`config.mk`:
```
export PLATFORM = sky130hd
export DESIGN_NAME = lcd_line_scroll_controller_unit
export DESIGN_NICKNAME = d
export VERILOG_FILES = /design/src/rtl/core/lcdls_pkg.sv /design/src/rtl/core/lcdls_ctrl.sv /design/src/rtl/core/lcdls_dpath.sv /design/src/rtl/core/lcd_line_scroll_controller_unit.sv
export VERILOG_INCLUDE_DIRS = /design/src /design/src/rtl/core
export SDC_FILE = /design/constraint.sdc
export NUM_CORES = 2
export LEC_CHECK = 0
export ABC_AREA = 1
export BUFFER_PORTS_ARGS = -buffer_cell sky130_fd_sc_hd__buf_2
export CORE_ASPECT_RATIO = 1.5
export CORE_MARGIN = 3
export CORE_UTILIZATION = 50
export DETAILED_ROUTE_END_ITERATION = 12
export PLACE_DENSITY = 0.65
export SETUP_SLACK_MARGIN = 0.2
export SLEW_MARGIN = 20
export SYNTH_ARGS = -nofsm -noshare
export SYNTH_HDL_FRONTEND = slang
export SYNTH_SLANG_ARGS = --single-unit
```
`constraint.sdc`:
```
create_clock -name clk -period 7.54 [get_ports clk]
set_input_delay 0.754 -clock clk [delete_from_list [all_inputs] [get_ports clk]]
set_output_delay 0.754 -clock clk [all_outputs]
set_load 0.02 [all_outputs]
```
`src/rtl/core/lcd_line_scroll_controller_unit_assert.svh`:
```
// ----------------------------------------------------------------------------
// lcd line scroller assertion macros
// shared property forms for the scroller's concurrent checks
// ----------------------------------------------------------------------------
`ifndef LCD_LINE_SCROLL_CONTROLLER_UNIT_ASSERT_SVH
`define LCD_LINE_SCROLL_CONTROLLER_UNIT_ASSERT_SVH

// same-cycle implication
`define LCDLS_ASSERT_IMP(label, clk, rst, ante, cons) \
  label: assert property (@(posedge clk) disable iff (rst) (ante) |-> (cons)) \
    else $error("lcd scroller check failed");

// next-cycle implication
`define LCDLS_ASSERT_NXT(label, clk, rst, ante, cons) \
  label: assert property (@(posedge clk) disable iff (rst) (ante) |=> (cons)) \
    else $error("lcd scroller check failed");

`endif

```
`src/rtl/core/lcdls_pkg.sv`:
```
// ----------------------------------------------------------------------------
// lcd line scroller package
// shared types, codes and constants for the scroller controller and datapath
// ----------------------------------------------------------------------------
package lcdls_pkg;

  localparam int DEF_LINE_COUNT = 4;
  localparam int DEF_LINE_WIDTH = 20;
  localparam int DEF_TEXT_LEN   = 64;

  localparam int CFG_LINES  = 4;
  localparam int CFG_IDX_W  = 3;
  localparam int CFG_DATA_W = 16;
  localparam logic [CFG_IDX_W-1:0] CFG_CHAR_BASE = 3'd4;

  localparam logic [CFG_DATA_W-1:0] START_DELAY_RST = 16'd20480;
  localparam logic [CFG_DATA_W-1:0] CHAR_DELAY_RST  = 16'd8192;

  localparam logic [7:0] ADDR_CMD = 8'h80;
  localparam logic [7:0] SPACE    = 8'h20;
  localparam logic [7:0] CR       = 8'h0d;
  localparam logic [7:0] NUL      = 8'h00;

  typedef enum logic [1:0] {
    CMD_TICK  = 2'd0,
    CMD_LOAD  = 2'd1,
    CMD_START = 2'd2,
    CMD_STOP  = 2'd3
  } item_cmd_t;

  typedef enum logic [1:0] {
    MODE_START = 2'd0,
    MODE_CHAR  = 2'd1,
    MODE_NONE  = 2'd2
  } mode_t;

  typedef struct packed {
    logic latch_item;
    logic mem_write;
    logic set_none;
    logic set_start;
    logic tick_start;
    logic count_inc;
    logic char_read;
    logic tick_advance;
    logic start_init;
    logic emit_addr;
    logic emit_data;
    logic scan_step;
  } lcdls_ctl_t;

  typedef struct packed {
    item_cmd_t item_cmd;
    logic      line_ok;
    logic      pos_ok;
    logic      blocked;
    mode_t     mode;
    logic      count_ge_char;
    logic      out_free;
    logic      char_last;
    logic      t_zero;
    logic      t_space;
    logic      nul_seen;
  } lcdls_stat_t;

  function automatic logic [7:0] line_offset(input logic [1:0] line);
    logic [7:0] off;
    case (line)
      2'd0:    off = 8'h00;
      2'd1:    off = 8'h40;
      2'd2:    off = 8'h14;
      2'd3:    off = 8'h54;
      default: off = 8'h00;
    endcase
    return off;
  endfunction

endpackage

```
`src/rtl/core/lcdls_ctrl.sv`:
```
// ----------------------------------------------------------------------------
// lcd line scroller controller
// sequences item dispatch, line writes and the text length scan
// ----------------------------------------------------------------------------
module lcdls_ctrl
  import lcdls_pkg::*;
(
  input  logic        clk,
  input  logic        rst,
  input  logic        in_valid,
  output logic        in_ready,
  input  lcdls_stat_t stat,
  output lcdls_ctl_t  ctl
);

  typedef enum logic [2:0] {
    S_IDLE,
    S_DISPATCH,
    S_TREAD,
    S_ADDR,
    S_DATA,
    S_SCAN
  } state_t;

  state_t state, state_next;

  assign in_ready = (state == S_IDLE);

  always_comb begin
    ctl        = '0;
    state_next = state;
    case (state)
      S_IDLE: begin
        if (in_valid) begin
          ctl.latch_item = 1'b1;
          state_next     = S_DISPATCH;
        end
      end
      S_DISPATCH: begin
        state_next = S_IDLE;
        if (stat.line_ok) begin
          case (stat.item_cmd)
            CMD_LOAD:  ctl.mem_write = stat.pos_ok;
            CMD_STOP:  ctl.set_none = 1'b1;
            CMD_START: begin
              ctl.start_init = 1'b1;
              state_next     = S_ADDR;
            end
            CMD_TICK: begin
              if (!stat.blocked) begin
                case (stat.mode)
                  MODE_NONE:  ;
                  MODE_START: ctl.tick_start = 1'b1;
                  MODE_CHAR: begin
                    if (stat.count_ge_char) begin
                      ctl.char_read = 1'b1;
                      state_next    = S_TREAD;
                    end else begin
                      ctl.count_inc = 1'b1;
                    end
                  end
                  default: ctl.set_none = 1'b1;
                endcase
              end
            end
            default: ;
          endcase
        end
      end
      S_TREAD: begin
        ctl.tick_advance = 1'b1;
        state_next       = S_ADDR;
      end
      S_ADDR: begin
        if (stat.out_free) begin
          ctl.emit_addr = 1'b1;
          state_next    = S_DATA;
        end
      end
      S_DATA: begin
        if (stat.out_free) begin
          ctl.emit_data = 1'b1;
          if (stat.char_last) begin
            state_next = S_IDLE;
            if (stat.item_cmd == CMD_START) begin
              if (stat.nul_seen || stat.t_zero) begin
                ctl.set_none = 1'b1;
              end else begin
                state_next = S_SCAN;
              end
            end
          end
        end
      end
      S_SCAN: begin
        if (stat.t_zero) begin
          ctl.set_none = 1'b1;
          state_next   = S_IDLE;
        end else if (!stat.t_space) begin
          ctl.set_start = 1'b1;
          state_next    = S_IDLE;
        end else begin
          ctl.scan_step = 1'b1;
        end
      end
      default: state_next = S_IDLE;
    endcase
  end

  always_ff @(posedge clk) begin
    if (rst) begin
      state <= S_IDLE;
    end else begin
      state <= state_next;
    end
  end

endmodule

```
`src/rtl/core/lcdls_dpath.sv`:
```
// ----------------------------------------------------------------------------
// lcd line scroller datapath
// delay registers, per-line scroll state, text memory and output register
// ----------------------------------------------------------------------------
module lcdls_dpath
  import lcdls_pkg::*;
#(
  parameter int LINE_COUNT = DEF_LINE_COUNT,
  parameter int LINE_WIDTH = DEF_LINE_WIDTH,
  parameter int TEXT_LEN   = DEF_TEXT_LEN
) (
  input  logic                  clk,
  input  logic                  rst,
  input  logic                  cfg_write,
  input  logic [CFG_IDX_W-1:0]  cfg_index,
  input  logic [CFG_DATA_W-1:0] cfg_data,
  input  logic [1:0]            cmd,
  input  logic [1:0]            line_sel,
  input  logic [5:0]            char_pos,
  input  logic [7:0]            char_value,
  input  lcdls_ctl_t            ctl,
  output lcdls_stat_t           stat,
  input  logic                  out_ready,
  output logic                  out_valid,
  output logic                  reg_select,
  output logic [7:0]            lcd_byte,
  output logic                  last_byte
);

  localparam int LINE_W = (LINE_COUNT > 1) ? $clog2(LINE_COUNT) : 1;
  localparam int POS_W  = $clog2(TEXT_LEN);
  localparam int IDX_W  = $clog2(TEXT_LEN + LINE_WIDTH + 1);
  localparam int COL_W  = $clog2(LINE_WIDTH);
  localparam int DEPTH  = LINE_COUNT * TEXT_LEN;
  localparam int ADDR_W = $clog2(DEPTH);

  // latched item
  item_cmd_t  lat_cmd;
  logic [1:0] lat_line;
  logic [5:0] lat_pos;
  logic [7:0] lat_val;

  logic [CFG_DATA_W-1:0] start_delay [CFG_LINES];
  logic [CFG_DATA_W-1:0] char_delay  [CFG_LINES];

  mode_t             mode  [LINE_COUNT];
  logic [15:0]       count [LINE_COUNT];
  logic [POS_W-1:0]  pos   [LINE_COUNT];

  logic [7:0]        text_mem [DEPTH];
  logic [7:0]        rdata;

  logic [IDX_W-1:0]  idx, idx_next;
  logic [COL_W-1:0]  col;
  logic              done;
  logic              nul_seen;

  logic [LINE_W-1:0] line_idx;
  logic [ADDR_W-1:0] line_base;
  logic [ADDR_W-1:0] rd_addr;
  logic [ADDR_W-1:0] wr_addr;
  logic [7:0]        t;
  logic              pos_last;
  logic [POS_W-1:0]  new_pos;
  logic              blocked;
  logic [7:0]        data_byte;
  logic              count_ge_start;

  assign line_idx  = lat_line[LINE_W-1:0];
  assign line_base = ADDR_W'(TEXT_LEN) * ADDR_W'(lat_line);
  assign wr_addr   = line_base + ADDR_W'(lat_pos);
  assign rd_addr   = line_base +
                     ((idx_next < IDX_W'(TEXT_LEN)) ? ADDR_W'(idx_next) : '0);

  assign t         = (idx < IDX_W'(TEXT_LEN)) ? rdata : NUL;
  assign pos_last  = (pos[line_idx] == POS_W'(TEXT_LEN - 1));
  assign new_pos   = ((t == NUL) || pos_last) ? '0 : pos[line_idx] + POS_W'(1);
  assign data_byte = (done || (t == NUL) || (t == CR)) ? SPACE : t;
  assign count_ge_start = (count[line_idx] >= start_delay[lat_line]);

  always_comb begin
    blocked = 1'b0;
    for (int i = 0; i < CFG_LINES; i++) begin
      if ((i <= int'(lat_line)) && (start_delay[i] == '0)) begin
        blocked = 1'b1;
      end
    end
  end

  always_comb begin
    idx_next = idx;
    if (ctl.start_init) begin
      idx_next = '0;
    end else if (ctl.char_read) begin
      idx_next = IDX_W'(pos[line_idx]);
    end else if (ctl.tick_advance) begin
      idx_next = IDX_W'(new_pos);
    end else if (ctl.emit_data || ctl.scan_step) begin
      idx_next = idx + IDX_W'(1);
    end
  end

  always_comb begin
    stat.item_cmd      = lat_cmd;
    stat.line_ok       = (int'(lat_line) < LINE_COUNT);
    stat.pos_ok        = (int'(lat_pos) < TEXT_LEN);
    stat.blocked       = blocked;
    stat.mode          = mode[line_idx];
    stat.count_ge_char = (count[line_idx] >= char_delay[lat_line]);
    stat.out_free      = !out_valid || out_ready;
    stat.char_last     = (col == COL_W'(LINE_WIDTH - 1));
    stat.t_zero        = (t == NUL);
    stat.t_space       = (t == SPACE);
    stat.nul_seen      = nul_seen;
  end

  always_ff @(posedge clk) begin
    if (ctl.latch_item) begin
      lat_cmd  <= item_cmd_t'(cmd);
      lat_line <= line_sel;
      lat_pos  <= char_pos;
      lat_val  <= char_value;
    end
  end

  always_ff @(posedge clk) begin
    if (rst) begin
      for (int i = 0; i < CFG_LINES; i++) begin
        start_delay[i] <= START_DELAY_RST;
        char_delay[i]  <= CHAR_DELAY_RST;
      end
    end else if (cfg_write) begin
      if (cfg_index < CFG_CHAR_BASE) begin
        start_delay[2'(cfg_index)] <= cfg_data;
      end else begin
        char_delay[2'(cfg_index - CFG_CHAR_BASE)] <= cfg_data;
      end
    end
  end

  // per-line scroll state
  always_ff @(posedge clk) begin
    if (rst) begin
      for (int i = 0; i < LINE_COUNT; i++) begin
        mode[i]  <= MODE_NONE;
        count[i] <= '0;
        pos[i]   <= '0;
      end
    end else begin
      if (ctl.set_none) begin
        mode[line_idx] <= MODE_NONE;
      end
      if (ctl.set_start) begin
        mode[line_idx] <= MODE_START;
      end
      if (ctl.start_init) begin
        pos[line_idx]   <= '0;
        count[line_idx] <= '0;
      end
      if (ctl.tick_start) begin
        if (count_ge_start) begin
          mode[line_idx]  <= MODE_CHAR;
          pos[line_idx]   <= POS_W'(1);
          count[line_idx] <= 16'd1;
        end else begin
          count[line_idx] <= count[line_idx] + 16'd1;
        end
      end
      if (ctl.count_inc) begin
        count[line_idx] <= count[line_idx] + 16'd1;
      end
      if (ctl.tick_advance) begin
        pos[line_idx]   <= new_pos;
        count[line_idx] <= 16'd1;
        if ((t == NUL) || pos_last) begin
          mode[line_idx] <= MODE_START;
        end
      end
    end
  end

  // text memory, read data follows the walk index
  always_ff @(posedge clk) begin
    if (ctl.mem_write) begin
      text_mem[wr_addr] <= lat_val;
    end
    rdata <= text_mem[rd_addr];
  end

  always_ff @(posedge clk) begin
    if (rst) begin
      idx      <= '0;
      col      <= '0;
      done     <= 1'b0;
      nul_seen <= 1'b0;
    end else begin
      idx <= idx_next;
      if (ctl.start_init || ctl.tick_advance) begin
        col      <= '0;
        done     <= 1'b0;
        nul_seen <= 1'b0;
      end else if (ctl.emit_data) begin
        col <= col + COL_W'(1);
        if ((t == NUL) || (t == CR)) begin
          done <= 1'b1;
        end
        if (t == NUL) begin
          nul_seen <= 1'b1;
        end
      end
    end
  end

  always_ff @(posedge clk) begin
    if (rst) begin
      out_valid <= 1'b0;
    end else if (ctl.emit_addr || ctl.emit_data) begin
      out_valid <= 1'b1;
    end else if (out_ready) begin
      out_valid <= 1'b0;
    end
  end

  always_ff @(posedge clk) begin
    if (ctl.emit_addr) begin
      reg_select <= 1'b0;
      lcd_byte   <= ADDR_CMD | line_offset(lat_line);
      last_byte  <= 1'b0;
    end else if (ctl.emit_data) begin
      reg_select <= 1'b1;
      lcd_byte   <= data_byte;
      last_byte  <= stat.char_last;
    end
  end

endmodule

```
`src/rtl/core/lcd_line_scroll_controller_unit.sv`:
```
// ----------------------------------------------------------------------------
// lcd line scroll controller
// Marquee controller for up to four display lines. Load, stop and tick beats
// that cause no line write pass through accept and dispatch. A line write
// sends an address command and LINE_WIDTH data beats from the text memory at
// one beat per cycle while the output does not stall; a tick that scrolls
// first makes one extra memory read of the current character. A start beat
// whose first LINE_WIDTH characters hold no terminator then scans the text
// memory one character a cycle to decide whether the line scrolls. The text
// memory has a single read port. Output stalls hold a line write; a finished
// last beat waits in the output register while the next input beat is taken.
// There is no clearing pass after reset.
// ----------------------------------------------------------------------------
`include "lcd_line_scroll_controller_unit_assert.svh"

module lcd_line_scroll_controller_unit
  import lcdls_pkg::*;
#(
  parameter int LINE_COUNT = DEF_LINE_COUNT,
  parameter int LINE_WIDTH = DEF_LINE_WIDTH,
  parameter int TEXT_LEN   = DEF_TEXT_LEN
) (
  input  logic                  clk,
  input  logic                  rst,
  input  logic                  cfg_write,
  input  logic [CFG_IDX_W-1:0]  cfg_index,
  input  logic [CFG_DATA_W-1:0] cfg_data,
  input  logic                  in_valid,
  output logic                  in_ready,
  input  logic [1:0]            cmd,
  input  logic [1:0]            line_sel,
  input  logic [5:0]            char_pos,
  input  logic [7:0]            char_value,
  output logic                  out_valid,
  input  logic                  out_ready,
  output logic                  reg_select,
  output logic [7:0]            lcd_byte,
  output logic                  last_byte
);

  lcdls_ctl_t  ctl;
  lcdls_stat_t stat;

  lcdls_ctrl u_ctrl (
    .clk      (clk),
    .rst      (rst),
    .in_valid (in_valid),
    .in_ready (in_ready),
    .stat     (stat),
    .ctl      (ctl)
  );

  lcdls_dpath #(
    .LINE_COUNT (LINE_COUNT),
    .LINE_WIDTH (LINE_WIDTH),
    .TEXT_LEN   (TEXT_LEN)
  ) u_dpath (
    .clk        (clk),
    .rst        (rst),
    .cfg_write  (cfg_write),
    .cfg_index  (cfg_index),
    .cfg_data   (cfg_data),
    .cmd        (cmd),
    .line_sel   (line_sel),
    .char_pos   (char_pos),
    .char_value (char_value),
    .ctl        (ctl),
    .stat       (stat),
    .out_ready  (out_ready),
    .out_valid  (out_valid),
    .reg_select (reg_select),
    .lcd_byte   (lcd_byte),
    .last_byte  (last_byte)
  );

  // an idle controller leaves at most the last beat of a line write pending
  `LCDLS_ASSERT_IMP(a_idle_out_last, clk, rst, in_valid && in_ready, !out_valid || last_byte)
  // a beat taken mid-write means the controller is still busy
  `LCDLS_ASSERT_IMP(a_mid_write_busy, clk, rst, out_valid && out_ready && !last_byte, !in_ready)
  // each accepted beat is dispatched before the next one is taken
  `LCDLS_ASSERT_NXT(a_accept_dispatch, clk, rst, in_valid && in_ready, !in_ready)

endmodule

```
---- After elaboration in Yosys (flattened, before gate mapping) ----
Memories as Yosys holds them, arrays and structs flattened. A register that Yosys moved wholly into a read port is not among the register bits.
Cells that the tools add are included.
storage, ports and cells
  register bits ........................... 46
  memory bits (writable) .................. 2,272
  input port bits ......................... 42
  output and inout bits ................... 12
  word-level logic and storage cells ...... 230
  memories kept ........................... 6
memories
  memory               depth  width  read ports  clocked after Yosys merged registers in  wr ports  line               source
  u_dpath.text_mem     256    8      1           1                                        1         lcdls_dpath.sv:50  logic [7:0] text_mem [DEPTH];
  u_dpath.char_delay   4      16     1           1                                        4         lcdls_dpath.sv:44  logic [CFG_DATA_W-1:0] char_delay [CFG_LINES];
  u_dpath.count        4      16     1           1                                        4         lcdls_dpath.sv:47  logic [15:0] count [LINE_COUNT];
  u_dpath.start_delay  4      16     5           1                                        4         lcdls_dpath.sv:43  logic [CFG_DATA_W-1:0] start_delay [CFG_LINES];
  u_dpath.pos          4      6      1           1                                        4         lcdls_dpath.sv:48  logic [POS_W-1:0] pos [LINE_COUNT];
  u_dpath.mode         4      2      1           1                                        4         lcdls_dpath.sv:46  mode_t mode [LINE_COUNT];
operators by class
  $add $sub $neg .......................... 7
  $lt $le $gt $ge ......................... 8
  eq/ne operators ......................... 22
  multiplexer cells ....................... 130
  bitwise logic cells ..................... 9
  reductions and logical operators ........ 34
operators by type and width
  cell                   count
  $mux 16                7
  $mux 1                 76
  $logic_not 16->1       4
  $mux 7                 7
  $reduce_or 16->1       3
  $mux 3                 13
  $ge 16x16->1           2
  $mux 2                 16
  $pmux 7 s4             1
  $mux 6                 4
  $pmux 3 s6             1
  $add 16x1->16 const B  1
  $mux 8                 2
  $lt 7x7->1 const B     2
  $eq 2x2->1 const B     5
  $logic_or 1x1->1       9
  $or 1x1->1             9
  $add 8x6->8            1
  $add 8x8->8            1
  $eq 8x4->1 const B     1
  $eq 8x6->1 const B     1
  $logic_not 8->1        1
  $ne 2x2->1 const B     4
  $add 7x1->7 const B    1
  other kinds (26)       38

---- Longest topological paths before layout ----
An unclocked memory read counts as a cell.
  word-level depth ........................ 18
  depth in mapped cells ................... 38
  depth with buffers taken out ............ 30

---- By module ----
Synthesis repeated with hierarchy kept, for this count alone.
second synthesis, totals
  cell total of the unflattened synthesis .. 10,600
  area, all modules ....................... 107,579.4 um^2
modules (own cells, without submodules)
  module       instances  cells each  area an instance (um^2)  seq. area each (um^2)
  lcdls_dpath  1          10,513      107,106.5                69,536.7
  lcdls_ctrl   1          87          473.0                    60.1

---- Worst setup path before layout ----
OpenSTA, ideal clock, no wires.
  path type ............................... register to register
  start point ............................. reg with a tool-made name
  end point ............................... mem u_dpath.count[3][0] (enable)
  library setup time ...................... 0.394 ns
  arrival ................................. 4.576 ns
  data required time ...................... 7.146 ns
  path slack .............................. 2.570 ns
  stages on the path, launching flop included .. 26
  buffers on the path ..................... 7
  period minus slack after synthesis ...... 4.970 ns
  cells stage by stage .................... dfxtp_1 > inv_2 > buf_6 > buf_6 > buf_4 > buf_2 > clkbuf_1 > clkbuf_1 > clkbuf_1 > o21ai_0 > o22ai_1 > ha_1 > inv_1 > nand2_1 > a21oi_1 > o21ai_0 > nand3_1 > a21boi_0 > o21a_1 > o21ai_0 > a21oi_1 > nor3b_1 > nor2_1 > a21oi_1 > nand2_1 > a21oi_1
RTL lines
  what       line
  to (decl)  lcdls_dpath.sv:47

==> impl_summary.txt <==
----------------------------------------------------
[Status]
  Status ... finished, final reports clean

[Cells and area]
  P&R area growth vs syn ... 8.95%
  Number of fill cells ... 17.9k
  Number of non-filler instances in the completed layout ... 13.0k
  Post-layout instance area ... 115000 µm²
  Ratio of cells with drive above 1 in the final layout ... 5.49%
  Number of nets at the end of the flow ... 10.2k
  Post-layout utilization of the core ... 55.1%

[Clock tree]
  Number of resized instances in the post-cts repair step ... 0
  Count of buffers added by post-CTS timing repair for setup ... 0
  Inserted Clock Buffers ... 218
  Number of buffers between clock root and the deepest sink ... 4
  Clock tree from TritonCTS ... yes
  Clock latency reported for the late side of the worst-skew pair ... 0.88 ns
  Number of levels the H-tree was split into ... 4
  Clk slew on worst S/H paths ... 0.07 ns
  Root cell of the clock tree ... sky130_fd_sc_hd__clkbuf_16
  Total of hold buffers inserted after clock tree synthesis ... 0
  Number of clock sinks ... 2328

[Placed design]
  RePlAce Congestion ... 0.896
  Instance area after placement ... 108000 µm²
  Number of buffers added on ports ... 53
  Detailed placer's ending HPWL ... 177 mm
  Pre-CTS setup slack ... 0.842 ns
  Total instance count after detailed placement ... 12.6k

[Die]
  Die Y-Extent ... 569 µm
  Die ar. ... 217000 µm²
  Row count ... 205
  Number of top-level design ports ... 54
  Horiz. Die Dim ... 381 µm
  Effective utilization at floorplan ... 50.5%
  Core Footprint ... 209000 µm²

[Timing]
  Post-layout worst setup margin ... 0.618 ns
  Setup Total Neg Slack ... 0 ns
  Unrepaired setup endpoints after global routing ... false
  Setup-violating endpoint count in the final report ... 0
  Shortest period the worst path allows ... 6.92 ns
  Slew @ Worst Pin ... 1.15 ns
  Hold violation count in the final report ... 0
  Maximum clock rate ... 144 MHz
  Number of pins exceeding their max-slew limit in the final report ... 0
  Slew Limit Headroom ... 23.5%
  Final period util ... 91.8%
  Hold Worst Slack ... 0.0569 ns
  Clock Skews ... 0.0526 ns

[Synth]
  Netlist Area Pre-Place ... 106000 µm²
  Top flip-flop cell by instance count after synthesis ... sky130_fd_sc_hd__edfxtp_1
  Sequential fraction of the synthesis area ... 66.0%
  Synthesized Nets ... 10.4k
  Fraction of registers with async set/reset ... 0%
  List of most frequent post-synthesis cells ... sky130_fd_sc_hd__nand3_1, sky130_fd_sc_hd__edfxtp_1, sky130_fd_sc_hd__inv_1
  Number of standard cells after synthesis ... 10.3k
  Number of warning messages in the yosys log ... 0
  Synth Area per Inst ... 10.3 µm²
  Yosys top cell area share ... 65.4%
  Number of enable-type register cells in the synthesized netlist ... 2297
  Most frequently used cell type in the post-synthesis netlist ... sky130_fd_sc_hd__nand3_1
  Top cells by area, synth ... sky130_fd_sc_hd__edfxtp_1, sky130_fd_sc_hd__nand3_1, sky130_fd_sc_hd__inv_1
  Cell taking the most area after synthesis ... sky130_fd_sc_hd__edfxtp_1
  Number of storage elements in the synthesis netlist ... 2328
  Number of distinct library cells after synthesis ... 53

[Global route]
  Number of antenna violations at the first check in global routing ... 11
  Number of global-route vias before repair ... 71.5k
  Combined global-route utilization of all metal layers ... 27.4%
  Wire length of the first global-routing pass ... 451 mm
  Total overflow reported by the global router ... 0
  Pin count of the biggest net entering global routing ... 193

[Critical path]
  Required time worst endpoint ... 8.29 ns
  Category of the worst setup path capture point ... register
  Type of origin of the critical path ... register
  Critical Setup Path Class ... register to register
  Worst Path Max Fanout ... 192
  CP Data Arrival Time ... 7.67 ns

[Power and ir drop]
  Power density relative to cell area ... 374 nW/µm²
  Tot Pwr ... 43.0 mW
  Leakage power ... 46.8 nW
  Max IR drop VDD ... 0.538 mV

[Routing]
  Wirelength, routed ... 302 mm
  Drt initial violations ... 8124
  DRC Markers ... 0
  Vias per inst ... 5.68
  Routed length per placed instance ... 23.2 µm
  Pre-antenna DRT Iters ... 8
  Number of nets with antenna violations after detailed routing ... 0
  Via Count ... 74.1k

[Hold path]
  Class of the tightest hold or removal check ... primary input to register

[Flow run]
  Maximum capacitance violations ... 0

----------------------------------------------------
## layout by cell type, fill, tap and decap left out, drive strengths merged, types with 72 or more instances in the layout
master,instances
nand3,2437
nor2,578
nand2,1700
clkbuf,267
edfxtp,2297
nand3b,322
buf,206
clkinv,103
nand4,72
inv,1921
## worst paths after layout
kind              depth (start not counted)               from                 end  slack (ns)
setup / recovery                         24           register    u_dpath.rdata[1]        0.62
hold / removal                            1        char_pos[0]  u_dpath.lat_pos[0]        0.06
setup reg to reg                         24           register    u_dpath.rdata[1]        0.62
hold reg to reg                           2  u_dpath.last_byte   u_dpath.last_byte        0.46
## cells by family (layout without fill, tap and decap cells)
kind of cell / Yosys count / after routing / synth area share, %
simple gates: 5143 / 5143 / 22.7
buf+inv: 2544 / 2520 / 9.64
flops: 2328 / 2328 / 66.0
compound gates: 204 / 204 / 1.17
fa+ha+maj: 41 / 41 / 0.486
xor+xnor: 11 / 11 / 0.0913
other cells: 0 / 5 / 0
## worst max-delay path, stage by stage, from the launching register on
cell and delay, ns:
sky130_fd_sc_hd__dfxtp_4 0.45, sky130_fd_sc_hd__inv_2 0.68, sky130_fd_sc_hd__buf_4 0.37, sky130_fd_sc_hd__nand2_1 0.08
sky130_fd_sc_hd__a32o_1 0.26, sky130_fd_sc_hd__ha_1 0.31, sky130_fd_sc_hd__nand4_1 0.21, sky130_fd_sc_hd__nor3_1 0.33
sky130_fd_sc_hd__nand2_1 0.10, sky130_fd_sc_hd__nand2_1 0.31, sky130_fd_sc_hd__nand2_2 0.21, sky130_fd_sc_hd__nand3_4 0.25
sky130_fd_sc_hd__buf_12 0.64, sky130_fd_sc_hd__buf_4 0.55, sky130_fd_sc_hd__nand3_1 0.13, sky130_fd_sc_hd__nand3_1 0.13
sky130_fd_sc_hd__nand3_1 0.09, sky130_fd_sc_hd__nand3_1 0.23, sky130_fd_sc_hd__nand3_1 0.20, sky130_fd_sc_hd__nand3_1 0.32
sky130_fd_sc_hd__nand2_1 0.10, sky130_fd_sc_hd__nand2_1 0.25, sky130_fd_sc_hd__nand2_1 0.09, sky130_fd_sc_hd__inv_1 0.12
sky130_fd_sc_hd__nand2_1 0.06
## state kept, by name, summed over array words and instances (netlist names), named ones only
signal / cells
u_dpath.text_mem: 2048
u_dpath.done: 1
u_dpath.lat_line: 2
u_dpath.idx: 7
u_dpath.lcd_byte: 8
u_dpath.lat_cmd: 2
u_dpath.out_valid: 1
u_dpath.count: 64
u_dpath.reg_select: 1
u_dpath.nul_seen: 1
u_dpath.pos: 24
u_dpath.mode: 8
u_dpath.col: 5
u_dpath.lat_pos: 6
u_dpath.lat_val: 8
u_dpath.rdata: 8
u_dpath.last_byte: 1
u_dpath.start_delay: 64
u_ctrl.state: 3
u_dpath.char_delay: 64
## layout make-up
class | instances | area [µm²] | area share [%]
clock buffers | 267 | 5780 | 5.02
diodes | 5 | 12.5 | 0.0109
flip-flops and latches | 2328 | 69600 | 60.5
clock inverters | 126 | 943 | 0.821
inverters | 1921 | 7220 | 6.28
well taps | 2794 | 3500 | 3.04
multi-input cells | 5399 | 25900 | 22.5
repair buffers | 206 | 2050 | 1.79
## routing by layer
metal	vias up	global-route usage, %	wire length (µm)
li1	33800	-	-
met1	36200	34.0	112000
met2	3442	47.1	150000
met3	756	3.82	24500
met4	8	13.5	15500
met5	-	0	56
## report_power, final
part | total, mW | internal [mW] | switching (mW)
combinational | 17.2 | 4.57 | 12.6
clock | 10.6 | 5.86 | 4.77
sequential | 15.2 | 15.1 | 0.136
total | 43.0 | 25.5 | 17.5
(Power assumes the default switching activity.)
